File: config.mk
export PLATFORM = sky130hd
export DESIGN_NAME = lru_key_value_cache_core
export DESIGN_NICKNAME = d
export VERILOG_FILES = /design/src/lkvc_pkg.sv /design/src/lkvc_lookup.sv /design/src/lru_key_value_cache_core.sv
export SDC_FILE = /design/constraint.sdc
export NUM_CORES = 1
export LEC_CHECK = 0
export BUFFER_PORTS_ARGS = -buffer_cell sky130_fd_sc_hd__buf_2
export CAP_MARGIN = 20
export CORE_MARGIN = 2
export CORE_UTILIZATION = 35
export CTS_BUF_LIST = sky130_fd_sc_hd__clkbuf_4 sky130_fd_sc_hd__clkbuf_8
export DETAILED_ROUTE_END_ITERATION = 7
export PLACE_DENSITY = 0.6
export RECOVER_POWER = 50
export SLEW_MARGIN = 15
export SYNTH_ARGS = -nofsm -noshare
export SYNTH_HDL_FRONTEND = slang
export SYNTH_SLANG_ARGS = --single-unit
export TNS_END_PERCENT = 50
File: constraint.sdc
create_clock -name clk -period 5.1 [get_ports clk]
set_input_delay 0.51 -clock clk [delete_from_list [all_inputs] [get_ports clk]]
set_output_delay 0.51 -clock clk [all_outputs]
set_load 0.005 [all_outputs]
File: src/lkvc_pkg.sv
`timescale 1ns / 1ps

package lkvc_pkg;

    localparam int ENTRIES_DEFAULT = 8;
    localparam int DATA_W          = 32;
    localparam int CFG_W           = 4;

    localparam logic [CFG_W-1:0]  CAPACITY_RESET = 4'd8;
    localparam logic [DATA_W-1:0] MISS_VALUE     = '1;

    typedef enum logic
    {
        CMD_SET = 1'b0,
        CMD_GET = 1'b1
    } command_t;

endpackage

File: src/lkvc_lookup.sv
`timescale 1ns / 1ps

module lkvc_lookup #(
    parameter int ENTRIES = lkvc_pkg::ENTRIES_DEFAULT,
    parameter int RANK_W  = 3
) (
    input  logic [ENTRIES-1:0]                entry_valid,
    input  logic [lkvc_pkg::DATA_W-1:0]       entry_key [ENTRIES],
    input  logic [lkvc_pkg::DATA_W-1:0]       entry_value [ENTRIES],
    input  logic [RANK_W-1:0]                 entry_rank [ENTRIES],
    input  logic [lkvc_pkg::DATA_W-1:0]       search_key,
    output logic [ENTRIES-1:0]                match,
    output logic [RANK_W-1:0]                 match_rank,
    output logic [lkvc_pkg::DATA_W-1:0]       match_value
);

    // valid keys are unique, so at most one match bit is set and an or-merge selects it
    always_comb
    begin
        match_rank  = '0;
        match_value = '0;
        for (int i = 0; i < ENTRIES; i++)
        begin
            match[i]    = entry_valid[i] && (entry_key[i] == search_key);
            match_rank  = match_rank  | (entry_rank[i]  & {RANK_W{match[i]}});
            match_value = match_value | (entry_value[i] & {lkvc_pkg::DATA_W{match[i]}});
        end
    end

endmodule

File: src/lru_key_value_cache_core.sv
`timescale 1ns / 1ps
// fully associative key-value cache with least-recently-used replacement
// request channel: in_valid/in_ready with command, lookup_key, write_value;
//   command set stores write_value under lookup_key, get looks the key up
// result channel: out_valid/out_ready with hit and read_value, one result per get;
//   a miss returns hit low and read_value all ones, a set returns nothing
// config channel: cfg_valid/cfg_ready with capacity_in_use, always ready;
//   write it only while no request is in flight. 0 acts as 1, above ENTRIES as ENTRIES
// order: a request is registered on acceptance and handled from the request register;
//   out_valid for a get rises when its result loads into the result register
// throughput: one request per cycle unless a get waits on a full result register;
//   the key compare over all entries, the rank update and the free-slot search
//   all sit between the request register and the state and result registers
// receiver stall: the result register holds its result while out_ready is low;
//   a waiting get then holds the request register, and in_ready drops; sets
//   keep flowing until a get meets the full result register
// reset: all entries invalid, occupancy zero, capacity 8, no result pending

module lru_key_value_cache_core #(
    parameter int ENTRIES = lkvc_pkg::ENTRIES_DEFAULT
) (
    input  logic                                clk,
    input  logic                                rst_n,
    input  logic                                cfg_valid,
    output logic                                cfg_ready,
    input  logic [lkvc_pkg::CFG_W-1:0]          capacity_in_use,
    input  logic                                in_valid,
    output logic                                in_ready,
    input  logic                                command,
    input  logic signed [lkvc_pkg::DATA_W-1:0]  lookup_key,
    input  logic signed [lkvc_pkg::DATA_W-1:0]  write_value,
    output logic                                out_valid,
    input  logic                                out_ready,
    output logic                                hit,
    output logic signed [lkvc_pkg::DATA_W-1:0]  read_value
);

    localparam int RANK_W = (ENTRIES > 1) ? $clog2(ENTRIES) : 1;
    localparam int OCC_W  = $clog2(ENTRIES + 1);
    localparam int CMP_W  = (OCC_W > lkvc_pkg::CFG_W) ? OCC_W : lkvc_pkg::CFG_W;

    logic [lkvc_pkg::CFG_W-1:0]   capacity_reg;

    logic                         req_valid_reg;
    lkvc_pkg::command_t           req_cmd_reg;
    logic [lkvc_pkg::DATA_W-1:0]  req_key_reg;
    logic [lkvc_pkg::DATA_W-1:0]  req_value_reg;

    logic                         out_valid_reg;
    logic                         hit_reg;
    logic [lkvc_pkg::DATA_W-1:0]  read_value_reg;

    logic [ENTRIES-1:0]           valid_reg;
    logic [ENTRIES-1:0]           valid_next;
    logic [RANK_W-1:0]            rank_reg  [ENTRIES];
    logic [RANK_W-1:0]            rank_next [ENTRIES];
    logic [OCC_W-1:0]             occ_reg;
    logic [OCC_W-1:0]             occ_next;
    logic [lkvc_pkg::DATA_W-1:0]  key_reg   [ENTRIES];
    logic [lkvc_pkg::DATA_W-1:0]  value_reg [ENTRIES];

    logic [ENTRIES-1:0]           match;
    logic [RANK_W-1:0]            match_rank;
    logic [lkvc_pkg::DATA_W-1:0]  match_value;
    logic                         lookup_hit;

    logic                         proc_fire;
    logic [OCC_W-1:0]             cap_eff;
    logic [CMP_W-1:0]             cap_ext;
    logic                         full;
    logic [ENTRIES-1:0]           kept;
    logic [RANK_W-1:0]            free_idx;
    logic [ENTRIES-1:0]           key_we;
    logic [ENTRIES-1:0]           value_we;

    assign cfg_ready = 1'b1;

    always_ff @(posedge clk or negedge rst_n)
    begin
        if (!rst_n)
        begin
            capacity_reg <= lkvc_pkg::CAPACITY_RESET;
        end
        else if (cfg_valid && cfg_ready)
        begin
            capacity_reg <= capacity_in_use;
        end
    end

    lkvc_lookup #(
        .ENTRIES (ENTRIES),
        .RANK_W  (RANK_W)
    ) u_lookup (
        .entry_valid (valid_reg),
        .entry_key   (key_reg),
        .entry_value (value_reg),
        .entry_rank  (rank_reg),
        .search_key  (req_key_reg),
        .match       (match),
        .match_rank  (match_rank),
        .match_value (match_value)
    );

    assign lookup_hit = |match;

    // a set never waits; a get waits only for room in the result register
    assign proc_fire = req_valid_reg &&
                       ((req_cmd_reg == lkvc_pkg::CMD_SET) || !out_valid_reg || out_ready);
    assign in_ready  = !req_valid_reg || proc_fire;

    always_ff @(posedge clk or negedge rst_n)
    begin
        if (!rst_n)
        begin
            req_valid_reg <= 1'b0;
        end
        else if (in_ready)
        begin
            req_valid_reg <= in_valid;
        end
    end

    always_ff @(posedge clk)
    begin
        if (in_valid && in_ready)
        begin
            req_cmd_reg   <= lkvc_pkg::command_t'(command);
            req_key_reg   <= lookup_key;
            req_value_reg <= write_value;
        end
    end

    always_comb
    begin
        cap_ext = CMP_W'(capacity_reg);
        if (capacity_reg == '0)
        begin
            cap_eff = OCC_W'(1);
        end
        else if (cap_ext > CMP_W'(ENTRIES))
        begin
            cap_eff = OCC_W'(ENTRIES);
        end
        else
        begin
            cap_eff = OCC_W'(cap_ext);
        end
    end

    assign full = (occ_reg >= cap_eff);

    // when full, drop every entry ranked at or below the last slot of the capacity
    always_comb
    begin
        for (int i = 0; i < ENTRIES; i++)
        begin
            kept[i] = valid_reg[i] && !(full && (OCC_W'(rank_reg[i]) >= (cap_eff - OCC_W'(1))));
        end
        free_idx = '0;
        for (int i = ENTRIES - 1; i >= 0; i--)
        begin
            if (!kept[i])
            begin
                free_idx = RANK_W'(i);
            end
        end
    end

    always_comb
    begin
        valid_next = valid_reg;
        rank_next  = rank_reg;
        occ_next   = occ_reg;
        key_we     = '0;
        value_we   = '0;
        if (proc_fire)
        begin
            if (lookup_hit)
            begin
                for (int i = 0; i < ENTRIES; i++)
                begin
                    if (match[i])
                    begin
                        rank_next[i] = '0;
                    end
                    else if (valid_reg[i] && (rank_reg[i] < match_rank))
                    begin
                        rank_next[i] = rank_reg[i] + RANK_W'(1);
                    end
                end
                if (req_cmd_reg == lkvc_pkg::CMD_SET)
                begin
                    value_we = match;
                end
            end
            else if (req_cmd_reg == lkvc_pkg::CMD_SET)
            begin
                for (int i = 0; i < ENTRIES; i++)
                begin
                    if (kept[i])
                    begin
                        rank_next[i] = rank_reg[i] + RANK_W'(1);
                    end
                    else
                    begin
                        rank_next[i] = '0;
                    end
                end
                valid_next           = kept;
                valid_next[free_idx] = 1'b1;
                key_we[free_idx]     = 1'b1;
                value_we[free_idx]   = 1'b1;
                // eviction always leaves exactly capacity minus one behind
                occ_next = full ? cap_eff : (occ_reg + OCC_W'(1));
            end
        end
    end

    always_ff @(posedge clk or negedge rst_n)
    begin
        if (!rst_n)
        begin
            valid_reg <= '0;
            occ_reg   <= '0;
            for (int i = 0; i < ENTRIES; i++)
            begin
                rank_reg[i] <= '0;
            end
        end
        else
        begin
            valid_reg <= valid_next;
            occ_reg   <= occ_next;
            rank_reg  <= rank_next;
        end
    end

    always_ff @(posedge clk)
    begin
        for (int i = 0; i < ENTRIES; i++)
        begin
            if (key_we[i])
            begin
                key_reg[i] <= req_key_reg;
            end
            if (value_we[i])
            begin
                value_reg[i] <= req_value_reg;
            end
        end
    end

    always_ff @(posedge clk or negedge rst_n)
    begin
        if (!rst_n)
        begin
            out_valid_reg <= 1'b0;
        end
        else if (proc_fire && (req_cmd_reg == lkvc_pkg::CMD_GET))
        begin
            out_valid_reg <= 1'b1;
        end
        else if (out_ready)
        begin
            out_valid_reg <= 1'b0;
        end
    end

    always_ff @(posedge clk)
    begin
        if (proc_fire && (req_cmd_reg == lkvc_pkg::CMD_GET))
        begin
            hit_reg        <= lookup_hit;
            read_value_reg <= lookup_hit ? match_value : lkvc_pkg::MISS_VALUE;
        end
    end

    assign out_valid  = out_valid_reg;
    assign hit        = hit_reg;
    assign read_value = read_value_reg;

endmodule

* Word-level counts from Yosys, hierarchy flattened
Cells that the tools add are included.
Word-level totals: flip-flop bits (word level) 652, bits in latches 0, bits in writable memories 0, bits in read-only memories 0, input port bits 74, output and inout port bits 36, word-level logic and storage cells 222, memories 0
Operators by class: add/sub/neg operators 10, multipliers 0, div/mod/pow operators 0, order comparisons 20, eq/ne operators 17, shift-type cells 0, mux-type cells 47, bitwise gates (word level) 33, reduce and logical (&&, ||, !) cells 61
Operators with widths (number):
- $and A32 B32 Y32 | 8
- $eq A32 B32 Y1 | 8
- $or A32 B32 Y32 | 7
- $mux W3 | 32
- $mux W24 | 2
- $mux W8 | 6
- $logic_and A1 B1 Y1 | 36
- $ge A3 B4 Y1 | 8
- $reduce_and A3 Y1 | 9
- $add A3 B1 Y3 const B | 8
- $and A3 B3 Y3 | 8
- $lt A3 B3 Y1 | 8
- $ne A3 B2 Y1 const B | 8
- $or A3 B3 Y3 | 7
- $mux W4 | 3
- $logic_not A1 Y1 | 10
- $or A8 B8 Y8 | 1
- $reduce_or A8 Y1 | 1
- $add A4 B1 Y4 const B | 1
- $ge A4 B4 Y1 | 1
- $gt A4 B4 Y1 const B | 1
- $logic_not A4 Y1 | 1
- $lt A3 B4 Y1 const B | 1
- $sub A4 B1 Y4 const B | 1
- other kinds (7) | 12

* Logic depth before layout (Yosys ltp)
word-level depth 23, depth in mapped cells 16, depth with buffers taken out 14

* Hierarchy
From an unflattened synthesis, not the netlist that was laid out.
Unflattened totals: cell total of the unflattened synthesis 2131, area, all modules 28942.8 µm²
Modules (own cells, without submodules):
- lru_key_value_cache_core | times used 1, cells an instance 1058, area each 22067.4 µm², seq. area each 19369.8 µm²
- lkvc_lookup | times used 1, cells an instance 1073, area each 6875.3 µm², seq. area each 0.0 µm²

* Worst setup path after synthesis
Ideal clock, no wire load.
kind register -> register, start register capacity_reg (netlist bit cap_ext[1]), end register value_reg[0] in the netlist's numbering, enable pin, library setup time 0.466 ns, arrival 5.164 ns, required time 4.634 ns, slack -0.529 ns, cell stages (with the launch flop) 15, buffers on the path 1, period minus slack after synthesis 5.629 ns, path through dfrtp_1 -> nor2_1 -> nor2_1 -> nor2_1 -> inv_1 -> ha_1 -> xnor2_1 -> ha_1 -> nor2b_1 -> o21ai_0 -> a31oi_1 -> o311ai_0 -> nand2_1 -> clkbuf_1 -> o21ai_0
Between the ends: longest elaborated chain between the ends 23, elaborated cells on any way between the ends 54, those cells by class add/sub: 1; order compare: 12; mux: 15; reduce/logical: 26
Ends and longest elaborated chain:
- start, declared | line lru_key_value_cache_core.sv:42 | logic [lkvc_pkg::CFG_W-1:0] capacity_reg;
- start signal, assigned | line lru_key_value_cache_core.sv:82 | capacity_reg <= lkvc_pkg::CAPACITY_RESET;
- start signal, assigned | line lru_key_value_cache_core.sv:86 | capacity_reg <= capacity_in_use;
- $gt A4 B4 Y1 | line lru_key_value_cache_core.sv:140 | else if (cap_ext > CMP_W'(ENTRIES))
- $mux W4 | line lru_key_value_cache_core.sv:140
- $mux W4 * | line lru_key_value_cache_core.sv:136 | if (capacity_reg == '0)
- $sub A4 B1 Y4 | line lru_key_value_cache_core.sv:157 | kept[i] = valid_reg[i] && !(full && (OCC_W'(rank_reg[i]) >= (cap_eff - OCC_W'(1))));
- $ge A3 B4 Y1 | line lru_key_value_cache_core.sv:157
- $logic_and A1 B1 Y1 | line lru_key_value_cache_core.sv:157
- $logic_not A1 Y1 | line lru_key_value_cache_core.sv:157
- $logic_and A1 B1 Y1 | line lru_key_value_cache_core.sv:157
- [... 8 more ...]
- $lt A3 B4 Y1 (implied by the code) / $ge A3 B1 Y1 (equally long branches) | line lru_key_value_cache_core.sv:212 | value_we[free_idx] = 1'b1;
- $logic_and A1 B1 Y1 (implied by the code) | line lru_key_value_cache_core.sv:212
- $mux W1 (implied by the code) | line lru_key_value_cache_core.sv:212
- $demux W1 S3 * | line lru_key_value_cache_core.sv:212
- $mux W8 * | line lru_key_value_cache_core.sv:196 | else if (req_cmd_reg == lkvc_pkg::CMD_SET)
- $mux W8 * | line lru_key_value_cache_core.sv:178 | if (lookup_hit)
- $mux W8 * | line lru_key_value_cache_core.sv:176 | if (proc_fire)
- via value_we[7] | line lru_key_value_cache_core.sv:74 | logic [ENTRIES-1:0] value_we;
- end signal, assigned by index | line lru_key_value_cache_core.sv:248 | value_reg[i] <= req_value_reg;
- end, declared | line lru_key_value_cache_core.sv:60 | logic [lkvc_pkg::DATA_W-1:0] value_reg [ENTRIES];
The timed path passes the listed nets; every way through them passes the cells marked *. A chain may end at the register's enable or synchronous reset.

* Worst setup path in the final report
start register req_key_reg[8] in the netlist's numbering, end register value_reg[187] in the netlist's numbering, enable pin
Between the ends: longest elaborated chain between the ends 5, elaborated cells on any way between the ends 20, those cells by class eq/ne: 8; mux: 3; reduce/logical: 9
Ends and longest elaborated chain:
- start, declared | line lru_key_value_cache_core.sv:46 | logic [lkvc_pkg::DATA_W-1:0] req_key_reg;
- start signal, assigned | line lru_key_value_cache_core.sv:128 | req_key_reg <= lookup_key;
- $eq A32 B32 Y1 | line lkvc_lookup.sv:24 | match[i] = entry_valid[i] && (entry_key[i] == search_key);
- $logic_and A1 B1 Y1 | line lkvc_lookup.sv:24
- $reduce_or A8 Y1 / $mux W8 (equally long branches) | line lru_key_value_cache_core.sv:104, lru_key_value_cache_core.sv:191
- $mux W8 * | line lru_key_value_cache_core.sv:178
- $mux W8 * | line lru_key_value_cache_core.sv:176
- via value_we[2] | line lru_key_value_cache_core.sv:74
Marked as above.

==> qor.json <==
{
  "layout.nets": 2010,
  "drt-initial-drc-count": 1488,
  "synth-edff-count": 610,
  "rsz0062_at_grt": "false",
  "design.core.area_mm2": 0.07457,
  "maxCapViolations": 1,
  "ctsHtreeMaxLevel": 3,
  "slew_headroom": -0.6293,
  "die_area_mm2": 0.07764,
  "synth_area_per_cell_um2": 16.53,
  "grt_pass1_vias": 15420,
  "syn_inst": 1597,
  "synth_top_cell_by_area": "sky130_fd_sc_hd__edfxtp_1",
  "syn2layout_area_growth_pct": 17.96,
  "fmax_mhz": 209.4,
  "vias_per_cell": 5.158,
  "post_synth_and_or_nand_nor_area_fraction": 0.05019,
  "synth.area.top_cells": "sky130_fd_sc_hd__edfxtp_1, sky130_fd_sc_hd__xor2_1, sky130_fd_sc_hd__dfrtp_1, sky130_fd_sc_hd__xnor2_1, sky130_fd_sc_hd__ha_1",
  "cp.buffers_inverters": 2,
  "holdWs_ns": 0.07374,
  "grt_max_degree": 44,
  "worst-setup-path-type": "flip-flop to flip-flop",
  "first_pass_grt_wire_length_um": 97490,
  "clk_pin_slew_ns": 0.06,
  "synthFlopType": "sky130_fd_sc_hd__edfxtp_1",
  "synth_sequential_area_ratio": 0.7337,
  "final_cell_mix": "sky130_fd_sc_hd__edfxtp_1, sky130_fd_sc_hd__xor2_1, sky130_fd_sc_hd__clkbuf_8",
  "max_slew.worst_pin.slew_ns": 2.444,
  "max_stage_delay_ns": 0.77,
  "cpLargestDelayFamily": "simple AND/OR/NAND/NOR gates",
  "routed_wl_um": 65310,
  "max-clock-path-buffers": 3,
  "cellPowerDensity_mw_per_mm2": 430.3,
  "filler_cell_count": 6750,
  "detailedRoute.firstPassIterationCount": 6,
  "path_max_fanout": 22,
  "post_cts.repair.setup_buffers": 0,
  "ios": 110,
  "run_status": "complete, but fails checks",
  "drt.antenna.violating_nets": 0,
  "netlist.area_leader.share": 0.6938,
  "globalplace.congestion": 0.8726,
  "timing.final.max_slew_violations": 34,
  "path_type_of_the_worst_min_delay_path": "input pin to flip-flop",
  "rows": 100,
  "ys_ff_latch": 652,
  "die-width_um": 278.6,
  "cts_sinks": 652,
  "port_buffers": 108,
  "synthesized_netlist_net_count": 1725,
  "clockRootBuffer": "sky130_fd_sc_hd__clkbuf_8",
  "post-route-util": 0.4176,
  "critPathCaptureType": "flip-flop",
  "multi_input_logic_area_mm2": 0.006673,
  "wire_per_inst_um": 22.28,
  "yosys.area_share.xor_xnor": 0.08227,
  "route.vias.total": 15120,
  "synth_adder_area_share": 0.02559,
  "drc_errors": 0,
  "vdd.ir_drop.worst_v": 0.0002752,
  "critical_path_arrival_ns": 5.19,
  "die_h_um": 278.6,
  "post-route-min-period_ns": 4.775,
  "required_ns": 5.52,
  "timing.final.crit_share": 0.9364,
  "slowest_stage": "sky130_fd_sc_hd__nor2b_4",
  "synth_top_family_by_area": "XOR/XNOR gates",
  "worstPathCellList": "clkbuf_1, xnor2_1, nand4_1, nor4_1, and3_2, or4_4, nor3_1, a21oi_1, nor2b_4, buf_4",
  "layout_commonest_cell": "sky130_fd_sc_hd__edfxtp_1",
  "synthDistinctLibCells": 56,
  "worst_clock_skew_ns": 0.05665,
  "gr-total-overflow": 0,
  "clock_network_latency_to_the_later_pin_of_the_worst_skew_pair_ns": 0.73,
  "leakagePower_uw": 0.01042,
  "yosys_warnings": 0,
  "worstSetupStartpointType": "flip-flop",
  "start_util": 0.3540,
  "numCtsBuffers": 103,
  "postSynth.asyncResetShare": 0.06442,
  "tritoncts": "done",
  "synth_mux_area_frac": 0.01308,
  "final_layout_size_suffix_gt1_frac": 0.1606,
  "synthesis.area_mm2": 0.02640,
  "grt_usage": 0.1671,
  "antenna_found_initial": 2,
  "finalSetupViolations": 0,
  "hpwlAfterDp_um": 39910,
  "synth-compound-area-share": 0.07450,
  "final_hold_viol_count": 0,
  "violations": "max-capacitance violations, max-slew violations",
  "ff_latch_area_mm2": 0.01937
}
-- path summary, 6_finish.rpt --
check / startpoint / end / slack (ns) / cells past startpoint
setup / recovery: req_key_reg[8] / value_reg[187] / 0.32 / 10
hold / removal: capacity_in_use[1] / cap_ext[1] / 0.07 / 2
setup reg to reg: req_key_reg[8] / value_reg[187] / 0.32 / 10
hold reg to reg: cap_ext[2] / cap_ext[2] / 0.54 / 1
max in group asynchronous: rst_n / valid_reg[4] / 2.74 / 3
min in group asynchronous: rst_n / req_valid_reg / 0.63 / 2
-- metal layers --
metal	part of all wire	track usage	vias to the layer above
li1	-	-	6824
met1	0.46	0.2407	7671
met2	0.45	0.2581	516
met3	0.057	0.02351	106
met4	0.027	0.06121	0
met5	0	0	-
-- through the flow --
step	setup TNS (ns)	instances	setup WS (ns)	cell area [um^2]	total power, uW
final	0	2931	0.3245	31140	13400
after global routing	0	2931	0.03410	31140	13990
after CTS	0	2929	0.3242	31280	13520
after detailed placement	0	2676	0.3190	28620	9185
after global placement	0	2676	0.3899	28620	9114
after floorplan	-101.50	1597	-0.5294	26400	8236
-- where the power goes --
| part | total [uW] | leakage (uW) | internal [uW] | switching (uW) |
|---|---|---|---|---|
| logic | 2100 | 0.00338 | 749 | 1350 |
| clock network | 4290 | 0.00104 | 2210 | 2080 |
| registers | 7010 | 0.00600 | 6600 | 408 |
| total | 13400 | 0.0104 | 9560 | 3840 |
-- what timing repair did --
item | CTS | global route
endpoints found under the hold margin | 109 | 0
hold buffers | 69 | 0
resized for setup | 0 | 0
-- cells by family after synthesis --
kind of cell    count (synthesis)
buf+inv                       110
flops                         652
simple gates                  235
xor+xnor                      248
mux                            34
fa+ha+maj                      54
other cells                     1
compound gates                263
-- synth_stat cells (all sizes together), types with 2 or more instances --
master / number
o21bai: 8
nor2: 18
or4: 2
and3: 5
a21oi: 15
edfxtp: 610
a41oi: 7
inv: 32
a22o: 34
a31oi: 2
nand3: 12
o31ai: 17
mux2: 4
nor3: 21
nor4: 40
clkbuf: 37
nand4: 58
xor2: 159
o311ai: 8
a221oi: 35
a222oi: 3
nor2b: 6
buf: 41
o21ai: 34
dfrtp: 41
nand3b: 9
mux2i: 30
a22oi: 70
and2: 2
nand2b: 14
o22ai: 4
nand2: 43
xnor2: 89
o21a: 2
a21o: 18
ha: 54
-- area by class of cell --
cell class                      instances  share of cell area
Clock buffer                          135             0.05384
Clock inverter                         49            0.009643
Sequential cell                       652              0.6220
Inverter                               32            0.003857
Tap cell                              969             0.03893
Multi-Input combinational cell        835              0.2143
Antenna cell                            1          0.00008036
Timing Repair Buffer                  258             0.05737
-- worst register-to-register path, stage by stage (launching register included) --
cell                       delay (ns)
sky130_fd_sc_hd__edfxtp_1        0.64
sky130_fd_sc_hd__clkbuf_1        0.62
sky130_fd_sc_hd__xnor2_1         0.17
sky130_fd_sc_hd__nand4_1         0.20
sky130_fd_sc_hd__nor4_1          0.14
sky130_fd_sc_hd__and3_2          0.28
sky130_fd_sc_hd__or4_4           0.57
sky130_fd_sc_hd__nor3_1          0.52
sky130_fd_sc_hd__a21oi_1         0.21
sky130_fd_sc_hd__nor2b_4         0.77
sky130_fd_sc_hd__buf_4           0.38
No activity file was read; power rests on OpenSTA's default activity.
